File: src/hw/rtl/bcg_pkg.sv
`timescale 1ns / 1ps
// ----------------------------------------------------------------------------
// Battery charge gauge package
// Shared constants, codes and types for the battery charge gauge.
// ----------------------------------------------------------------------------
package bcg_pkg;

    // Default parameter values for the top level.
    localparam int DEFAULT_WINDOW_DEPTH = 64;
    localparam int DEFAULT_SAMPLE_BITS  = 12;

    // Field widths.
    localparam int CELLS_BITS  = 3;
    localparam int PCT_BITS    = 7;
    localparam int MV_BITS     = 14;
    localparam int LEVEL_BITS  = 2;
    localparam int CFG_IDX_BITS  = 2;
    localparam int CFG_DATA_BITS = 7;
    localparam int M_TDATA_W   = 24;

    // Arithmetic constants.
    localparam int unsigned VALID_ABOVE    = 1000;
    localparam int unsigned MV_SCALE_Q16   = 250655;
    localparam int          MV_SCALE_BITS  = 18;
    localparam int          MV_FRAC_BITS   = 16;
    localparam int unsigned MV_MAX         = 16383;
    localparam int unsigned EMPTY_MV       = 3500;
    localparam int unsigned MV_PER_PERCENT = 7;
    localparam int unsigned PCT_MAX        = 100;
    // Any per-cell excess of this many millivolts or more gives full charge.
    localparam int unsigned PCT_CLAMP_SPAN = PCT_MAX * MV_PER_PERCENT;
    localparam int          PCT_NUM_BITS   = $clog2(PCT_CLAMP_SPAN);
    // Division by seven as a multiply by 2^18 / 7 rounded up and a shift; the
    // quotient is exact for every numerator below PCT_CLAMP_SPAN.
    localparam int unsigned PCT_RECIP       = 37450;
    localparam int          PCT_RECIP_BITS  = 16;
    localparam int          PCT_RECIP_SHIFT = 18;

    // Register reset values.
    localparam logic [CELLS_BITS-1:0] CELLS_RESET    = 3'd3;
    localparam logic [PCT_BITS-1:0]   WARN_RESET     = 7'd30;
    localparam logic [PCT_BITS-1:0]   CRITICAL_RESET = 7'd15;
    localparam logic [PCT_BITS-1:0]   PCT_RESET      = 7'd100;

    // Configuration register indexes.
    localparam logic [CFG_IDX_BITS-1:0] CFG_CELL_COUNT       = 2'd0;
    localparam logic [CFG_IDX_BITS-1:0] CFG_WARN_PERCENT     = 2'd1;
    localparam logic [CFG_IDX_BITS-1:0] CFG_CRITICAL_PERCENT = 2'd2;

    typedef enum logic [LEVEL_BITS-1:0] {
        LEVEL_NORMAL   = 2'd0,
        LEVEL_LOW      = 2'd1,
        LEVEL_CRITICAL = 2'd2
    } bcg_level_t;

    typedef enum logic [3:0] {
        ST_IDLE,
        ST_AVG,
        ST_MUL,
        ST_SCALE,
        ST_CELL_GO,
        ST_CELL_WAIT,
        ST_PCT,
        ST_LEVEL,
        ST_OUT
    } bcg_state_t;

    // Control handed to every cell of the sample chain.
    typedef struct packed {
        logic load;   // all cells take the same sample
        logic shift;  // every cell takes its neighbour's value, cell 0 the new sample
    } bcg_cell_ctrl_t;

endpackage

File: src/hw/rtl/bcg_cell.sv
`timescale 1ns / 1ps
// ----------------------------------------------------------------------------
// Battery charge gauge sample cell
// One tap of the moving-average delay chain.
// ----------------------------------------------------------------------------
module bcg_cell #(
    parameter int W = 12
) (
    input  logic                    aclk,
    input  bcg_pkg::bcg_cell_ctrl_t ctrl,
    input  logic [W-1:0]            load_data,
    input  logic [W-1:0]            shift_in,
    output logic [W-1:0]            q
);
    import bcg_pkg::*;

    logic [W-1:0] q_reg;

    always_ff @(posedge aclk) begin
        if (ctrl.load) begin
            q_reg <= load_data;
        end else if (ctrl.shift) begin
            q_reg <= shift_in;
        end
    end

    assign q = q_reg;

endmodule

File: src/hw/rtl/bcg_div.sv
`timescale 1ns / 1ps
// ----------------------------------------------------------------------------
// Battery charge gauge divider
// Restoring unsigned divider producing one quotient bit per cycle.
// ----------------------------------------------------------------------------
module bcg_div #(
    parameter int W = 18
) (
    input  logic         aclk,
    input  logic         aresetn,
    input  logic         start,
    input  logic [W-1:0] dividend,
    input  logic [W-1:0] divisor,
    output logic         done,
    output logic [W-1:0] quotient
);
    import bcg_pkg::*;

    localparam int CNT_W = $clog2(W + 1);

    logic [W-1:0]     rem_reg, rem_next;
    logic [W-1:0]     quo_reg, quo_next;
    logic [W-1:0]     dsr_reg, dsr_next;
    logic [CNT_W-1:0] cnt_reg, cnt_next;
    logic             done_reg, done_next;
    logic [W:0]       trial;
    logic             fits;

    assign trial = {rem_reg, quo_reg[W-1]};
    assign fits  = trial >= {1'b0, dsr_reg};

    always_comb begin
        rem_next  = rem_reg;
        quo_next  = quo_reg;
        dsr_next  = dsr_reg;
        cnt_next  = cnt_reg;
        done_next = 1'b0;
        if (start) begin
            rem_next = '0;
            quo_next = dividend;
            dsr_next = divisor;
            cnt_next = CNT_W'(W);
        end else if (cnt_reg != '0) begin
            rem_next  = fits ? W'(trial - {1'b0, dsr_reg}) : trial[W-1:0];
            quo_next  = {quo_reg[W-2:0], fits};
            cnt_next  = cnt_reg - 1'b1;
            done_next = (cnt_reg == CNT_W'(1));
        end
    end

    always_ff @(posedge aclk) begin
        rem_reg <= rem_next;
        quo_reg <= quo_next;
        dsr_reg <= dsr_next;
        if (!aresetn) begin
            cnt_reg  <= '0;
            done_reg <= 1'b0;
        end else begin
            cnt_reg  <= cnt_next;
            done_reg <= done_next;
        end
    end

    assign done     = done_reg;
    assign quotient = quo_reg;

endmodule

File: src/hw/rtl/battery_charge_gauge_top.sv
`timescale 1ns / 1ps
// ----------------------------------------------------------------------------
// Battery charge gauge
// Moving-average pack voltage, charge percent and charge level per tick.
// ----------------------------------------------------------------------------
// Each input request is one evaluation tick carrying an ADC sample and the
// charger pin, and it yields exactly one result request. A sample above 1000
// is shifted into a chain of WINDOW_DEPTH cells (the first such sample fills
// the whole chain) and the running window sum is updated from the oldest
// cell. WINDOW_DEPTH must be a power of two: the average is simply the upper
// bits of the window sum. The per-cell voltage comes from a bit-serial
// divider of DIV_W bits, and the division by seven for the percent is a
// reciprocal multiply. A valid sample passes through ST_AVG, ST_MUL,
// ST_SCALE, ST_CELL_GO, ST_CELL_WAIT, ST_PCT, ST_LEVEL and ST_OUT to a
// loaded result register, and skips ST_PCT when the percent saturates at 0
// or 100. A sample of 1000 or less leaves the window and the held outputs
// untouched and goes straight to ST_OUT. Either kind waits in ST_OUT while
// the previous result still waits in the output register. One tick is worked
// on at a time; the next one is accepted as soon as the previous result sits
// in the output register, even while that result still waits for the
// downstream side. Configuration writes are always accepted and are expected
// only while the block is idle.
// ----------------------------------------------------------------------------
module battery_charge_gauge_top #(
    parameter int WINDOW_DEPTH = bcg_pkg::DEFAULT_WINDOW_DEPTH,
    parameter int SAMPLE_BITS  = bcg_pkg::DEFAULT_SAMPLE_BITS
) (
    input  logic aclk,
    input  logic aresetn,

    // Tick input. s_tdata: adc_sample [SAMPLE_BITS-1:0], charger_pin above it.
    input  logic                                   s_tvalid,
    output logic                                   s_tready,
    input  logic [((SAMPLE_BITS + 8) / 8) * 8 - 1:0] s_tdata,

    // Result. m_tdata: pack_millivolts [13:0], charge_percent [20:14],
    // charge_level [22:21], charging [23].
    output logic                            m_tvalid,
    input  logic                            m_tready,
    output logic [bcg_pkg::M_TDATA_W-1:0]   m_tdata,

    // Register writes.
    input  logic                               cfg_valid,
    output logic                               cfg_ready,
    input  logic [bcg_pkg::CFG_IDX_BITS-1:0]   cfg_index,
    input  logic [bcg_pkg::CFG_DATA_BITS-1:0]  cfg_data
);
    import bcg_pkg::*;

    // The window sum can never exceed WINDOW_DEPTH full-scale samples.
    localparam int AVG_SHIFT  = $clog2(WINDOW_DEPTH);
    localparam int SUM_W      = SAMPLE_BITS + AVG_SHIFT;
    // The divider only ever divides the pack millivolts by the cell count.
    localparam int DIV_W      = MV_BITS;
    localparam int PROD_W     = SAMPLE_BITS + MV_SCALE_BITS;
    localparam int PCT_PROD_W = PCT_NUM_BITS + PCT_RECIP_BITS;

    bcg_state_t               state_reg, state_next;
    logic [CELLS_BITS-1:0]    cells_reg, cells_next;
    logic [PCT_BITS-1:0]      warn_reg, warn_next;
    logic [PCT_BITS-1:0]      crit_reg, crit_next;
    logic                     primed_reg, primed_next;
    logic [SUM_W-1:0]         sum_reg, sum_next;
    logic                     charging_reg, charging_next;
    logic [SAMPLE_BITS-1:0]   avg_reg, avg_next;
    logic [PROD_W-1:0]        prod_reg, prod_next;
    logic [MV_BITS-1:0]       held_mv_reg, held_mv_next;
    logic [PCT_BITS-1:0]      held_pct_reg, held_pct_next;
    bcg_level_t               held_level_reg, held_level_next;
    logic [PCT_NUM_BITS-1:0]  pct_num_reg, pct_num_next;
    logic                     m_valid_reg, m_valid_next;
    logic [M_TDATA_W-1:0]     m_data_reg, m_data_next;

    logic [SAMPLE_BITS-1:0]   s_sample;
    logic                     s_pin;
    logic                     s_accept;
    logic                     sample_ok;
    logic                     accept_invalid;
    logic [CELLS_BITS-1:0]    cells_eff;
    logic [PROD_W-1:0]        mv_wide;
    logic [DIV_W-1:0]         pct_diff;
    logic [PCT_PROD_W-1:0]    pct_prod;

    bcg_cell_ctrl_t           cell_ctrl;
    logic [SAMPLE_BITS-1:0]   chain [WINDOW_DEPTH];
    logic [SAMPLE_BITS-1:0]   tail;

    logic                     div_start;
    logic [DIV_W-1:0]         div_dividend;
    logic [DIV_W-1:0]         div_divisor;
    logic                     div_done;
    logic [DIV_W-1:0]         div_quotient;

    assign s_sample       = s_tdata[SAMPLE_BITS-1:0];
    assign s_pin          = s_tdata[SAMPLE_BITS];
    assign s_accept       = s_tvalid && s_tready;
    assign sample_ok      = 32'(s_sample) > VALID_ABOVE;
    assign accept_invalid = s_accept && !sample_ok;
    assign cells_eff      = (cells_reg == '0) ? CELLS_BITS'(1) : cells_reg;
    assign mv_wide        = prod_reg >> MV_FRAC_BITS;
    assign pct_diff       = div_quotient - DIV_W'(EMPTY_MV);
    assign pct_prod       = PCT_PROD_W'(pct_num_reg) * PCT_PROD_W'(PCT_RECIP);
    assign tail           = chain[WINDOW_DEPTH-1];

    // Delay chain: cell 0 takes the new sample, the last cell holds the
    // sample that leaves the window.
    for (genvar i = 0; i < WINDOW_DEPTH; i++) begin : g_chain
        bcg_cell #(
            .W (SAMPLE_BITS)
        ) u_cell (
            .aclk      (aclk),
            .ctrl      (cell_ctrl),
            .load_data (s_sample),
            .shift_in  ((i == 0) ? s_sample : chain[(i == 0) ? 0 : i - 1]),
            .q         (chain[i])
        );
    end

    bcg_div #(
        .W (DIV_W)
    ) u_div (
        .aclk     (aclk),
        .aresetn  (aresetn),
        .start    (div_start),
        .dividend (div_dividend),
        .divisor  (div_divisor),
        .done     (div_done),
        .quotient (div_quotient)
    );

    // Next state and datapath control.
    always_comb begin
        state_next      = state_reg;
        cells_next      = cells_reg;
        warn_next       = warn_reg;
        crit_next       = crit_reg;
        primed_next     = primed_reg;
        sum_next        = sum_reg;
        charging_next   = charging_reg;
        avg_next        = avg_reg;
        prod_next       = prod_reg;
        held_mv_next    = held_mv_reg;
        held_pct_next   = held_pct_reg;
        held_level_next = held_level_reg;
        pct_num_next    = pct_num_reg;
        m_valid_next    = m_valid_reg;
        m_data_next     = m_data_reg;
        cell_ctrl       = '0;
        div_start       = 1'b0;
        div_dividend    = '0;
        div_divisor     = '0;
        s_tready        = 1'b0;

        if (m_valid_reg && m_tready) begin
            m_valid_next = 1'b0;
        end

        if (cfg_valid) begin
            unique case (cfg_index)
                CFG_CELL_COUNT:       cells_next = cfg_data[CELLS_BITS-1:0];
                CFG_WARN_PERCENT:     warn_next  = cfg_data[PCT_BITS-1:0];
                CFG_CRITICAL_PERCENT: crit_next  = cfg_data[PCT_BITS-1:0];
                default: ;
            endcase
        end

        unique case (state_reg)
            ST_IDLE: begin
                s_tready = 1'b1;
                if (s_accept) begin
                    charging_next = s_pin;
                    if (sample_ok) begin
                        cell_ctrl.load  = !primed_reg;
                        cell_ctrl.shift = primed_reg;
                        primed_next     = 1'b1;
                        if (primed_reg) begin
                            sum_next = sum_reg + SUM_W'(s_sample) - SUM_W'(tail);
                        end else begin
                            sum_next = SUM_W'(s_sample) * SUM_W'(WINDOW_DEPTH);
                        end
                        state_next = ST_AVG;
                    end else begin
                        state_next = ST_OUT;
                    end
                end
            end
            ST_AVG: begin
                avg_next   = sum_reg[AVG_SHIFT +: SAMPLE_BITS];
                state_next = ST_MUL;
            end
            ST_MUL: begin
                prod_next  = PROD_W'(avg_reg) * PROD_W'(MV_SCALE_Q16);
                state_next = ST_SCALE;
            end
            ST_SCALE: begin
                if (mv_wide > PROD_W'(MV_MAX)) begin
                    held_mv_next = MV_BITS'(MV_MAX);
                end else begin
                    held_mv_next = mv_wide[MV_BITS-1:0];
                end
                state_next = ST_CELL_GO;
            end
            ST_CELL_GO: begin
                div_start    = 1'b1;
                div_dividend = DIV_W'(held_mv_reg);
                div_divisor  = DIV_W'(cells_eff);
                state_next   = ST_CELL_WAIT;
            end
            ST_CELL_WAIT: begin
                if (div_done) begin
                    if (div_quotient < DIV_W'(EMPTY_MV)) begin
                        held_pct_next = '0;
                        state_next    = ST_LEVEL;
                    end else if (pct_diff >= DIV_W'(PCT_CLAMP_SPAN)) begin
                        held_pct_next = PCT_BITS'(PCT_MAX);
                        state_next    = ST_LEVEL;
                    end else begin
                        pct_num_next = pct_diff[PCT_NUM_BITS-1:0];
                        state_next   = ST_PCT;
                    end
                end
            end
            ST_PCT: begin
                held_pct_next = pct_prod[PCT_RECIP_SHIFT +: PCT_BITS];
                state_next    = ST_LEVEL;
            end
            ST_LEVEL: begin
                if (held_pct_reg > warn_reg) begin
                    held_level_next = LEVEL_NORMAL;
                end else if (held_pct_reg > crit_reg) begin
                    held_level_next = LEVEL_LOW;
                end else begin
                    held_level_next = LEVEL_CRITICAL;
                end
                state_next = ST_OUT;
            end
            ST_OUT: begin
                if (!m_valid_reg || m_tready) begin
                    m_valid_next = 1'b1;
                    m_data_next  = {charging_reg, held_level_reg, held_pct_reg, held_mv_reg};
                    state_next   = ST_IDLE;
                end
            end
            default: state_next = ST_IDLE;
        endcase
    end

    always_ff @(posedge aclk) begin
        avg_reg     <= avg_next;
        prod_reg    <= prod_next;
        pct_num_reg <= pct_num_next;
        m_data_reg  <= m_data_next;
        if (!aresetn) begin
            state_reg      <= ST_IDLE;
            cells_reg      <= CELLS_RESET;
            warn_reg       <= WARN_RESET;
            crit_reg       <= CRITICAL_RESET;
            primed_reg     <= 1'b0;
            sum_reg        <= '0;
            charging_reg   <= 1'b0;
            held_mv_reg    <= '0;
            held_pct_reg   <= PCT_RESET;
            held_level_reg <= LEVEL_NORMAL;
            m_valid_reg    <= 1'b0;
        end else begin
            state_reg      <= state_next;
            cells_reg      <= cells_next;
            warn_reg       <= warn_next;
            crit_reg       <= crit_next;
            primed_reg     <= primed_next;
            sum_reg        <= sum_next;
            charging_reg   <= charging_next;
            held_mv_reg    <= held_mv_next;
            held_pct_reg   <= held_pct_next;
            held_level_reg <= held_level_next;
            m_valid_reg    <= m_valid_next;
        end
    end

    assign m_tvalid  = m_valid_reg;
    assign m_tdata   = m_data_reg;
    assign cfg_ready = 1'b1;

    // The average is taken from the upper bits of the sum, so the window
    // length has to be a power of two.
    a_depth_pow2: assert property (@(posedge aclk)
        (WINDOW_DEPTH & (WINDOW_DEPTH - 1)) == 0)
        else $error("window depth is not a power of two");

    // The divider only finishes while the sequencer is waiting for it.
    a_div_done_waited: assert property (@(posedge aclk) disable iff (!aresetn)
        div_done |-> (state_reg == ST_CELL_WAIT))
        else $error("divider finished outside a wait state");

    // The held percent never leaves its clamped range.
    a_pct_range: assert property (@(posedge aclk) disable iff (!aresetn)
        held_pct_reg <= PCT_BITS'(PCT_MAX))
        else $error("held percent above full charge");

    // Once the window has been primed it stays primed.
    a_primed_sticky: assert property (@(posedge aclk) disable iff (!aresetn)
        primed_reg |=> primed_reg)
        else $error("window lost its primed state");

    // A rejected sample goes straight to the result and leaves the window alone.
    a_invalid_holds: assert property (@(posedge aclk) disable iff (!aresetn)
        accept_invalid |=> (state_reg == ST_OUT) && $stable(sum_reg) &&
                           $stable(held_mv_reg))
        else $error("invalid sample disturbed the window");

endmodule
File: config.mk
export PLATFORM = sky130hd
export DESIGN_NAME = battery_charge_gauge_top
export DESIGN_NICKNAME = d
export VERILOG_FILES = /design/src/hw/rtl/bcg_pkg.sv /design/src/hw/rtl/bcg_cell.sv /design/src/hw/rtl/bcg_div.sv /design/src/hw/rtl/battery_charge_gauge_top.sv
export SDC_FILE = /design/constraint.sdc
export NUM_CORES = 1
export LEC_CHECK = 0
export BUFFER_PORTS_ARGS = -buffer_cell sky130_fd_sc_hd__buf_2
export CORE_MARGIN = 4
export CORE_UTILIZATION = 30
export DETAILED_ROUTE_END_ITERATION = 10
export PLACE_DENSITY = 0.46
export SETUP_SLACK_MARGIN = 0.1
export SYNTH_ARGS = -nofsm -noshare
export SYNTH_HDL_FRONTEND = slang
export SYNTH_HIERARCHICAL = 1
export SYNTH_SLANG_ARGS = --single-unit
File: constraint.sdc
create_clock -name aclk -period 30 [get_ports aclk]
set_input_delay 6 -clock aclk [delete_from_list [all_inputs] [get_ports aclk]]
set_output_delay 6 -clock aclk [all_outputs]
set_load 0.005 [all_outputs]
==> flow_summary.yaml, run 1 <==
clocking:
  clock_slew_seen_by_the_registers_of_the_worst_setup_and_hold_paths_ps: 60
  cts-htree-levels: 3
  cts_tree: "done"
  holdBufCountCts: 0
  worst_skew_pair.late_latency_ps: 720
  post_cts_buffers: 0
  cts_resized: 0
  cts_inserted_buffers: 104
  clk_sink_count: 940
  clk_path_buf_depth: 3
  clock_tree.root_cell: "sky130_fd_sc_hd__clkbuf_16"
critical_path:
  worst_r2r_startpoint: "state_reg[1]$_SDFFE_PN0P_"
  cell_family_contributing_the_most_delay_on_the_critical_path: "buffers and inverters"
  r2r_slack_ps: 23210
  crit_slowest_cell: "sky130_fd_sc_hd__buf_4"
  crit_required_ps: 30380
  rr_worst_depth: 12
  cp.depth: 13
  crit_path_start: "s_tdata[6]"
  worst-setup-path-type: "in -> reg"
  cp_data_arrival_time_ps: 13280
  cp_slowest_stage_delay_ps: 850
  worstSetupStartpointType: "primary input"
  timing.rr.end: "g_chain[18].u_cell/q[11]$_DFFE_PP_"
  crit_path_cell_trace: "buf_4, nand4_1, o311ai_0, buf_4, nand3_1, buf_4, nor2_4, buf_12, buf_4, buf_4, buf_4, buf_4, or2_2"
  cp_common_cell: "sky130_fd_sc_hd__buf_4"
  setup.worst_path.end_class: "register"
  critical_path_peak_fanout: 147
  timing.critical_path.buf_inv: 8
floorplan:
  fp.dieH_um: 413
  die_area_um2: 171000
  design.core.area_um2: 163000
  initial_core_util: 0.302
  top_level_ports: 57
  die-width_um: 413
  row_count: 148
placed_design:
  placed_area_um2: 51800
  place.port_buffers: 52
  dp_worst_setup_slack_ps: 16200
  gp_routability_congestion: 0.748
  dp_hpwl_um: 63300
drt:
  vias_per_cell: 4.50
  postRouteWirelength_um: 102000
  drt_first_iter_violations: 1541
  post_drt_wl_per_cell_um: 18.6
  post-route-drc-count: 0
  antenna_left: 0
  vias: 24722
  detailedRoute.firstPassIterationCount: 5
timing:
  setup-violations-final: 0
  timing.final.hold_violations: 0
  layout_setup_ws_ps: 17100
  maxClockFrequency_mhz: 77.5
  finalCritPeriodShare: 0.430
  slew_headroom: 0.271
  final.setup.tns_ps: 0
  hold_ws_ps: 440
  max_slew.worst_pin.slew_ps: 1090
  timing.clock.skew_ps: 61.0
  period_needed_ps: 12900
  final-max-slew-violation-count: 0
  grt_setup_unrepaired: "false"
min_path:
  hold_depth: 0
  min-delay-start: "charging_reg$_SDFFE_PN0P_"
  worstHoldEndpoint: "m_tdata[23]$_DFFE_PP_"
  min_path_type: "reg -> reg"
global_route:
  largest_net_degree_at_the_start_of_global_routing: 148
  antenna_found_initial: 8
  global_route.overflow_total: 0
  met3_usage: 0.0208
  globalRouteMet2Util: 0.191
  use_met1: 0.165
  grt_pass1_wl_um: 157000
  highest_utilization_routing_layer_at_the_global_route_stage: "met2"
  grt_use_total: 0.118
  vias_in_the_first_global_route: 25358
yosys:
  netlist_top_cells_area: "sky130_fd_sc_hd__edfxtp_1, sky130_fd_sc_hd__mux2_4, sky130_fd_sc_hd__ha_1"
  yosysWarnings: 6
  netlist_area_before_placement_um2: 49300
  async_set_reset_flop_share_out_of_synthesis: 0
  synth-edff-count: 856
  synthesis.area_per_instance_um2: 15.8
  ys_ff_latch: 940
  netlist.area_leader.share: 0.522
  synth_cells: 3127
  yosys_most_used_dff: "sky130_fd_sc_hd__edfxtp_1"
  yosysTopAreaCell: "sky130_fd_sc_hd__edfxtp_1"
  yosysUniqueCellTypes: 79
  yosysSeqAreaShare: 0.556
run_status:
  outcome: "finished clean"
final_layout:
  largest_register_ff_count: 768
  ff_latch_area_um2: 27400
  multi_input_comb_area_um2: 20000
  fin_nets: 3561
  fill_cells: 15804
  drive_above_1_share: 0.339
  fin_area_um2: 55100
  syn2layout_area_growth_pct: 11.8
  final_core_utilization: 0.338
power_and_ir_drop:
  power.density_nw_per_um2: 75.7
  leakage_nw: 21.3
  power.ir.vdd_worst_mv: 0.0529
job:
  max_cap_violation_count: 0
==> cell usage after synthesis (4+ instances only) <==
| cell | n |
|---|---|
| sky130_fd_sc_hd__a211o_1 | 4 |
| sky130_fd_sc_hd__a211oi_1 | 11 |
| sky130_fd_sc_hd__a21o_1 | 28 |
| sky130_fd_sc_hd__a21oi_1 | 75 |
| sky130_fd_sc_hd__a221o_1 | 5 |
| sky130_fd_sc_hd__a22oi_1 | 4 |
| sky130_fd_sc_hd__a311oi_2 | 6 |
| sky130_fd_sc_hd__and2_1 | 21 |
| sky130_fd_sc_hd__and3_1 | 7 |
| sky130_fd_sc_hd__buf_6 | 67 |
| sky130_fd_sc_hd__clkbuf_1 | 30 |
| sky130_fd_sc_hd__dfxtp_1 | 84 |
| sky130_fd_sc_hd__edfxtp_1 | 856 |
| sky130_fd_sc_hd__fa_1 | 96 |
| sky130_fd_sc_hd__ha_1 | 205 |
| sky130_fd_sc_hd__inv_1 | 281 |
| sky130_fd_sc_hd__mux2_2 | 206 |
| sky130_fd_sc_hd__mux2_4 | 576 |
| sky130_fd_sc_hd__mux2i_1 | 18 |
| sky130_fd_sc_hd__nand2_1 | 109 |
| sky130_fd_sc_hd__nand2b_1 | 11 |
| sky130_fd_sc_hd__nand3_1 | 28 |
| sky130_fd_sc_hd__nand3b_1 | 4 |
| sky130_fd_sc_hd__nand4_1 | 11 |
| sky130_fd_sc_hd__nand4b_1 | 6 |
| sky130_fd_sc_hd__nor2_1 | 67 |
| sky130_fd_sc_hd__nor2b_1 | 11 |
| sky130_fd_sc_hd__nor3_1 | 20 |
| sky130_fd_sc_hd__nor4b_1 | 5 |
| sky130_fd_sc_hd__o211ai_1 | 4 |
| sky130_fd_sc_hd__o21a_1 | 14 |
| sky130_fd_sc_hd__o21ai_0 | 47 |
| sky130_fd_sc_hd__o21ai_1 | 4 |
| sky130_fd_sc_hd__o311ai_0 | 6 |
| sky130_fd_sc_hd__or2_2 | 69 |
| sky130_fd_sc_hd__xnor2_1 | 33 |
| sky130_fd_sc_hd__xor2_1 | 21 |
==> cells in the final DEF, fill, tap and decap left out, types with 9 or more instances in the layout <==
| cell type | netlist | routed |
|---|---|---|
| sky130_fd_sc_hd__nand2_1 | 109 | 109 |
| sky130_fd_sc_hd__nand4_1 | 11 | 11 |
| sky130_fd_sc_hd__dfxtp_1 | 84 | 84 |
| sky130_fd_sc_hd__a21o_1 | 28 | 28 |
| sky130_fd_sc_hd__edfxtp_1 | 856 | 856 |
| sky130_fd_sc_hd__o21a_1 | 14 | 14 |
| sky130_fd_sc_hd__and2_1 | 21 | 20 |
| sky130_fd_sc_hd__clkbuf_1 | 30 | 24 |
| sky130_fd_sc_hd__buf_2 | 3 | 40 |
| sky130_fd_sc_hd__mux2_4 | 576 | 576 |
| sky130_fd_sc_hd__clkinv_2 | 0 | 18 |
| sky130_fd_sc_hd__a211oi_1 | 11 | 11 |
| sky130_fd_sc_hd__xnor2_1 | 33 | 33 |
| sky130_fd_sc_hd__buf_4 | 1 | 48 |
| sky130_fd_sc_hd__o21ai_0 | 47 | 47 |
| sky130_fd_sc_hd__nor2b_1 | 11 | 9 |
| sky130_fd_sc_hd__mux2_2 | 206 | 206 |
| sky130_fd_sc_hd__or2_2 | 69 | 69 |
| sky130_fd_sc_hd__nor3_1 | 20 | 17 |
| sky130_fd_sc_hd__mux2i_1 | 18 | 18 |
| sky130_fd_sc_hd__clkbuf_16 | 0 | 104 |
| sky130_fd_sc_hd__ha_1 | 205 | 205 |
| sky130_fd_sc_hd__clkinv_1 | 0 | 22 |
| sky130_fd_sc_hd__xor2_1 | 21 | 21 |
| sky130_fd_sc_hd__inv_1 | 281 | 280 |
| sky130_fd_sc_hd__fa_1 | 96 | 96 |
| sky130_fd_sc_hd__nor2_1 | 67 | 66 |
| sky130_fd_sc_hd__conb_1 | 2 | 12 |
| sky130_fd_sc_hd__nand3_1 | 28 | 28 |
| sky130_fd_sc_hd__a21oi_1 | 75 | 75 |
| sky130_fd_sc_hd__nand2b_1 | 11 | 11 |
==> metrics by stage <==
step / std cells / power [mW]
detailed placement: 5299 / 2.97
global placement: 5299 / 2.97
floorplan: 3137 / 2.74
global route: 5488 / 4.45
finish: 5491 / 4.17
CTS: 5487 / 4.25
==> where the power goes <==
group | switching, mW | internal [mW] | total (mW)
registers | 0.0617 | 1.69 | 1.76
logic | 0.608 | 0.558 | 1.17
clock network | 0.539 | 0.712 | 1.25
==> worst register-to-register path: cells and delay by family (launching register included) <==
kind	cells	cell delay, ps
buffers and inverters	7	4610
flip-flops	1	410
AND/OR/NAND/NOR	5	1470
==> worst max path at each step <==
stage,endpoint
finish,g_chain[18].u_cell/q[11]$_DFFE_PP_
global route,g_chain[18].u_cell/q[11]$_DFFE_PP_
CTS,g_chain[17].u_cell/q[10]$_DFFE_PP_
detailed placement,g_chain[17].u_cell/q[1]$_DFFE_PP_
global placement,g_chain[18].u_cell/q[10]$_DFFE_PP_
floorplan,g_chain[0].u_cell/q[10]$_DFFE_PP_
==> cell type report <==
cell class                      instances  area share
Sequential cell                       940       0.497
Multi-Input combinational cell       1812       0.363
Tap cell                             2175      0.0494
Clock buffer                          129      0.0491
Inverter                              281      0.0191
Timing Repair Buffer                   91      0.0113
Clock inverter                         59      0.0110
Antenna cell                            4    0.000182
==> per-layer routing <==
| metal | part of all wire | wire [µm] |
|---|---|---|
| met5 | 0.000069 | 7 |
| met4 | 0.019 | 1950 |
| met3 | 0.032 | 3240 |
| met2 | 0.46 | 47300 |
| met1 | 0.49 | 49500 |
==> kinds of logic (layout without fill, tap and decap cells) <==
group,count (synthesis),count (layout),share of synthesized area
xor gates and xnor gates,54,54,0.00960
and+or+nand+nor,391,391,0.0412
AOI/OAI and AO/OA,254,254,0.0365
buffers and inverters,385,560,0.0397
muxes,800,800,0.226
other,2,16,0.000152
adders and majority gates,301,301,0.0910
DFF,940,940,0.556
(Power assumes the default switching activity.)
==> run 2: changes to the inputs <==
==> constraint.sdc (replaced) <==
create_clock -name aclk -period 12.15 [get_ports aclk]
set_input_delay 2.43 -clock aclk [delete_from_list [all_inputs] [get_ports aclk]]
set_output_delay 2.43 -clock aclk [all_outputs]
set_load 0.005 [all_outputs]
==> flow_summary.yaml, run 2 (synthesis results as in run 1) <==
run_status:
  outcome: "finished clean"
power_and_ir_drop:
  leakage_nw: 21.4
  post-layout-total-power_mw: 10.3
  power.density_nw_per_um2: 187
  power.ir.vdd_worst_mv: 0.130
final_layout:
  final_cell_mix: "sky130_fd_sc_hd__edfxtp_1, sky130_fd_sc_hd__mux2_4, sky130_fd_sc_hd__inv_1"
  syn2layout_area_growth_pct: 12.0
  largest_register_ff_count: 768
  drive_above_1_share: 0.340
  final_common_cell: "sky130_fd_sc_hd__edfxtp_1"
  final_core_utilization: 0.339
  fin_area_um2: 55200
  fin_nets: 3558
timing:
  finalCritPeriodShare: 0.494
  timing.final.hold_violations: 0
  maxClockFrequency_mhz: 167
  max_slew.worst_pin.slew_ps: 1130
  setup-violations-final: 0
  hold_ws_ps: 435
  slew_headroom: 0.248
  timing.clock.skew_ps: 45.1
  grt_setup_unrepaired: "false"
  final-max-slew-violation-count: 0
  period_needed_ps: 6000
  final.setup.tns_ps: 0
critical_path:
  crit_required_ps: 12630
  cp_data_arrival_time_ps: 6480
  crit_path_cell_trace: "buf_4, nand4_1, o311ai_0, buf_4, nand3_1, buf_4, nor2_4, buf_12, buf_4, mux2_2"
  cp_slowest_stage_delay_ps: 730
  worstSetupStartpointType: "primary input"
  cp_common_cell: "sky130_fd_sc_hd__buf_4"
  critical_path_peak_fanout: 157
  worst-setup-path-type: "in -> reg"
  crit_slowest_cell: "sky130_fd_sc_hd__buf_12"
  setup.worst_path.end_class: "register"
clocking:
  clock_tree.root_cell: "sky130_fd_sc_hd__clkbuf_16"
  cts_resized: 0
  clk_sink_count: 940
  cts-htree-levels: 3
  post_cts_buffers: 0
  holdBufCountCts: 0
  cts_tree: "done"
  cts_inserted_buffers: 102
  worst_skew_pair.late_latency_ps: 740
  clock_slew_seen_by_the_registers_of_the_worst_setup_and_hold_paths_ps: 60
  clk_path_buf_depth: 3
global_route:
  use_met1: 0.162
  globalRouteMet2Util: 0.201
  largest_net_degree_at_the_start_of_global_routing: 158
  highest_utilization_routing_layer_at_the_global_route_stage: "met2"
  antenna_found_initial: 4
  grt_pass1_wl_um: 160000
  grt_use_total: 0.120
  met3_usage: 0.0206
  global_route.overflow_total: 0
  vias_in_the_first_global_route: 26077
placed_design:
  placed_area_um2: 51800
  dp_hpwl_um: 64300
  place.port_buffers: 52
  gp_routability_congestion: 0.749
min_path:
  min_path_type: "reg -> reg"
floorplan:
  fp.dieH_um: 413
  die-width_um: 413
  initial_core_util: 0.302
  top_level_ports: 57
  die_area_um2: 171000
  design.core.area_um2: 163000
  row_count: 148
drt:
  vias_per_cell: 4.52
  antenna_left: 0
  detailedRoute.firstPassIterationCount: 5
  postRouteWirelength_um: 103000
  drt_first_iter_violations: 1543
  post_drt_wl_per_cell_um: 18.8
  vias: 24810
  post-route-drc-count: 0
job:
  max_cap_violation_count: 0
==> run 2: stage by stage <==
stage          cells  setup WS, ps
2_1_floorplan   3137           324
3_3_place_gp    5298          5280
3_5_place_dp    5298          5320
4_1_cts         5487          6130
5_1_grt         5488          5850
6_report        5491          6150
==> run 2: worst paths after layout <==
check / startpoint / to / slack [ps] / cells past startpoint
worst max-delay path: s_tdata[9] / g_chain[43].u_cell/q[11]$_DFFE_PP_ / 6150 / 10
worst min-delay path: charging_reg$_SDFFE_PN0P_ / m_tdata[23]$_DFFE_PP_ / 430 / 0
worst max register to register: avg_reg[9]$_DFFE_PP_ / prod_reg[29]$_DFFE_PP_ / 6260 / 18
worst min register to register: charging_reg$_SDFFE_PN0P_ / m_tdata[23]$_DFFE_PP_ / 430 / 0
==> run 2: layout make-up <==
| class | count | area, µm² |
|---|---|---|
| clock buffers | 127 | 2670 |
| flip-flops and latches | 940 | 27400 |
| multi-input cells | 1812 | 20000 |
| repair buffers | 90 | 651 |
| inverters | 281 | 1050 |
| diodes | 4 | 10.0 |
| clock inverters | 62 | 684 |
| well taps | 2175 | 2720 |
| fillers | 15851 | 108000 |
==> run 2: worst max-delay path: cells and delay by family <==
family	cells	cell delay, ps
mux	1	390
simple gates	3	780
compound gates	1	420
buf+inv	5	2190
==> run 2: metal layers <==
layer,up-vias,wire (µm)
li1,11752,-
met1,12677,48900
met2,246,49500
met3,135,2950
met4,0,2030
met5,-,0
==> run 2: power by group <==
part           switching, mW  internal [mW]
clock network           1.34           1.77
logic                   1.50           1.38
registers              0.159           4.19
total                   3.00           7.33
==> run 3: changes to the inputs <==
==> constraint.sdc (replaced) <==
create_clock -name aclk -period 5.8 [get_ports aclk]
set_input_delay 1.16 -clock aclk [delete_from_list [all_inputs] [get_ports aclk]]
set_output_delay 1.16 -clock aclk [all_outputs]
set_load 0.005 [all_outputs]
==> flow_summary.yaml, run 3 (synthesis results as in run 1) <==
floorplan:
  top_level_ports: 57
  die_area_um2: 171000
  initial_core_util: 0.302
  design.core.area_um2: 163000
  fp.dieH_um: 413
  row_count: 148
  die-width_um: 413
timing:
  hold_ws_ps: 436
  final-max-slew-violation-count: 0
  period_needed_ps: 5440
  slew_headroom: 0.290
  maxClockFrequency_mhz: 184
  timing.final.hold_violations: 0
  setup-violations-final: 0
  grt_setup_unrepaired: "false"
  final.setup.tns_ps: 0
  max_slew.worst_pin.slew_ps: 1060
  finalCritPeriodShare: 0.937
  timing.clock.skew_ps: 52.5
drt:
  antenna_left: 0
  highest_layer: "met5"
  post-route-drc-count: 0
  vias_per_cell: 4.50
  vias: 24844
  post_drt_wl_per_cell_um: 18.2
  drt_first_iter_violations: 1485
  postRouteWirelength_um: 100000
  detailedRoute.firstPassIterationCount: 5
  detail_route.wirelength.met1_um: 48000
  amount_of_wire_on_met2_after_detailed_routing_um: 46900
  met3RoutedLength_um: 3460
critical_path:
  critical_path_peak_fanout: 6
  cp_common_cell: "sky130_fd_sc_hd__fa_1"
  cp_data_arrival_time_ps: 5890
  worst-setup-path-type: "reg -> reg"
  rr_worst_depth: 19
  cp.depth: 19
  timing.critical_path.buf_inv: 5
  worst_r2r_startpoint: "avg_reg[11]$_DFFE_PP_"
  crit_path_cell_trace: "fa_1, inv_2, fa_1, inv_1, fa_1, inv_1, fa_1, fa_1, inv_1, ha_1, nand4_1, nor2_1, a221o_1, a21o_4, a211oi_4, o41ai_2, buf_4, a21oi_2, xnor2_1"
  crit_required_ps: 6250
  worstSetupStartpointType: "register"
  crit_slowest_cell: "sky130_fd_sc_hd__fa_1"
  timing.rr.end: "prod_reg[29]$_DFFE_PP_"
  r2r_slack_ps: 360
  cp_slowest_stage_delay_ps: 600
  cell_family_contributing_the_most_delay_on_the_critical_path: "adder cells"
  endpoint: "prod_reg[29]$_DFFE_PP_"
  setup.worst_path.end_class: "register"
  crit_path_start: "avg_reg[11]$_DFFE_PP_"
final_layout:
  fill_cells: 15755
  largest_register_ff_count: 768
  fin_nets: 3588
  drive_above_1_share: 0.348
  final_cell_mix: "sky130_fd_sc_hd__edfxtp_1, sky130_fd_sc_hd__mux2_4, sky130_fd_sc_hd__inv_1"
  final_common_cell: "sky130_fd_sc_hd__edfxtp_1"
  syn2layout_area_growth_pct: 12.8
  ff_latch_area_um2: 27400
  multi_input_comb_area_um2: 20100
  final_core_utilization: 0.341
clocking:
  clk_sink_count: 940
  worst_skew_pair.late_latency_ps: 710
  clock_slew_seen_by_the_registers_of_the_worst_setup_and_hold_paths_ps: 60
  clk_path_buf_depth: 3
  cts_tree: "done"
  clock_tree.root_cell: "sky130_fd_sc_hd__clkbuf_16"
  holdBufCountCts: 0
  cts-htree-levels: 3
  cts_inserted_buffers: 105
global_route:
  largest_net_degree_at_the_start_of_global_routing: 95
  antenna_found_initial: 12
  vias_in_the_first_global_route: 26229
  global_route.overflow_total: 0
  grt_use_total: 0.117
  grt_pass1_wl_um: 158000
power_and_ir_drop:
  post-layout-total-power_mw: 21.8
  leakage_nw: 21.6
  power.density_nw_per_um2: 393
  power.ir.vdd_worst_mv: 0.245
placed_design:
  gp_routability_congestion: 0.749
  dp_hpwl_um: 63500
  place.port_buffers: 52
run_status:
  outcome: "finished clean"
job:
  max_cap_violation_count: 0
min_path:
  min_path_type: "reg -> reg"
## run 3: changes by cell type in the layout (fill, tap and decap cells not counted), moves of 2 or more
| cell | previous run | this run |
|---|---|---|
| sky130_fd_sc_hd__clkbuf_16 | 103 | 105 |
| sky130_fd_sc_hd__clkinv_1 | 19 | 27 |
| sky130_fd_sc_hd__clkinv_16 | 5 | 7 |
| sky130_fd_sc_hd__buf_2 | 40 | 43 |
| sky130_fd_sc_hd__diode_2 | 4 | 1 |
| sky130_fd_sc_hd__buf_4 | 44 | 63 |
| sky130_fd_sc_hd__inv_16 | 2 | 0 |
| sky130_fd_sc_hd__buf_12 | 6 | 11 |
## run 3: worst reg2reg max path, stage by stage (launching register included)
cell and delay, ps:
sky130_fd_sc_hd__edfxtp_1 420, sky130_fd_sc_hd__fa_1 600, sky130_fd_sc_hd__inv_2 80, sky130_fd_sc_hd__fa_1 510
sky130_fd_sc_hd__inv_1 80, sky130_fd_sc_hd__fa_1 550, sky130_fd_sc_hd__inv_1 50, sky130_fd_sc_hd__fa_1 460
sky130_fd_sc_hd__fa_1 540, sky130_fd_sc_hd__inv_1 50, sky130_fd_sc_hd__ha_1 300, sky130_fd_sc_hd__nand4_1 100
sky130_fd_sc_hd__nor2_1 60, sky130_fd_sc_hd__a221o_1 400, sky130_fd_sc_hd__a21o_4 290, sky130_fd_sc_hd__a211oi_4 280
sky130_fd_sc_hd__o41ai_2 80, sky130_fd_sc_hd__buf_4 140, sky130_fd_sc_hd__a21oi_2 140, sky130_fd_sc_hd__xnor2_1 70
## run 3: through the flow
step,instance area (µm²),cells,setup WS (ps)
2_1_floorplan,49400,3137,-1220
3_3_place_gp,52100,5323,67.1
3_5_place_dp,52100,5323,112
4_1_cts,55500,5521,192
5_1_grt,55600,5523,110
6_report,55600,5524,363
## run 3: routing by layer
layer | global-route usage | vias to the layer above
met4 | 0.0280 | 8
met5 | 0 | -
met1 | 0.160 | 12619
met2 | 0.192 | 286
met3 | 0.0227 | 141
li1 | - | 11790
## run 3: worst min path at each step
stage,start,end,slack (ps),depth (start not counted)
2_1_floorplan,held_level_reg[1]$_SDFFE_PN0N_,m_tdata[22]$_DFFE_PP_,410,0
3_3_place_gp,charging_reg$_SDFFE_PN0P_,m_tdata[23]$_DFFE_PP_,420,0
3_5_place_dp,charging_reg$_SDFFE_PN0P_,m_tdata[23]$_DFFE_PP_,420,0
4_1_cts,charging_reg$_SDFFE_PN0P_,m_tdata[23]$_DFFE_PP_,440,0
5_1_grt,charging_reg$_SDFFE_PN0P_,m_tdata[23]$_DFFE_PP_,460,0
6_report,charging_reg$_SDFFE_PN0P_,m_tdata[23]$_DFFE_PP_,440,0
## run 3: where the power goes
part | internal (mW) | switching, mW
logic | 2.97 | 3.18
registers | 8.77 | 0.302
clock network | 3.78 | 2.84
total | 15.5 | 6.32
## run 3: repair_timing
action / CTS / global route
pin swaps: 0 / 8
resized for setup: 1 / 9
setup buffers: 0 / 2
endpoints found under the setup margin: 1 / 4
## run 3: cell type report
cell class | instances | area share
Antenna cell | 1 | 0.0000450
Clock buffer | 130 | 0.0491
Clock inverter | 68 | 0.0130
Inverter | 281 | 0.0190
Multi-Input combinational cell | 1812 | 0.361
Sequential cell | 940 | 0.493
Tap cell | 2175 | 0.0489
Timing Repair Buffer | 117 | 0.0163
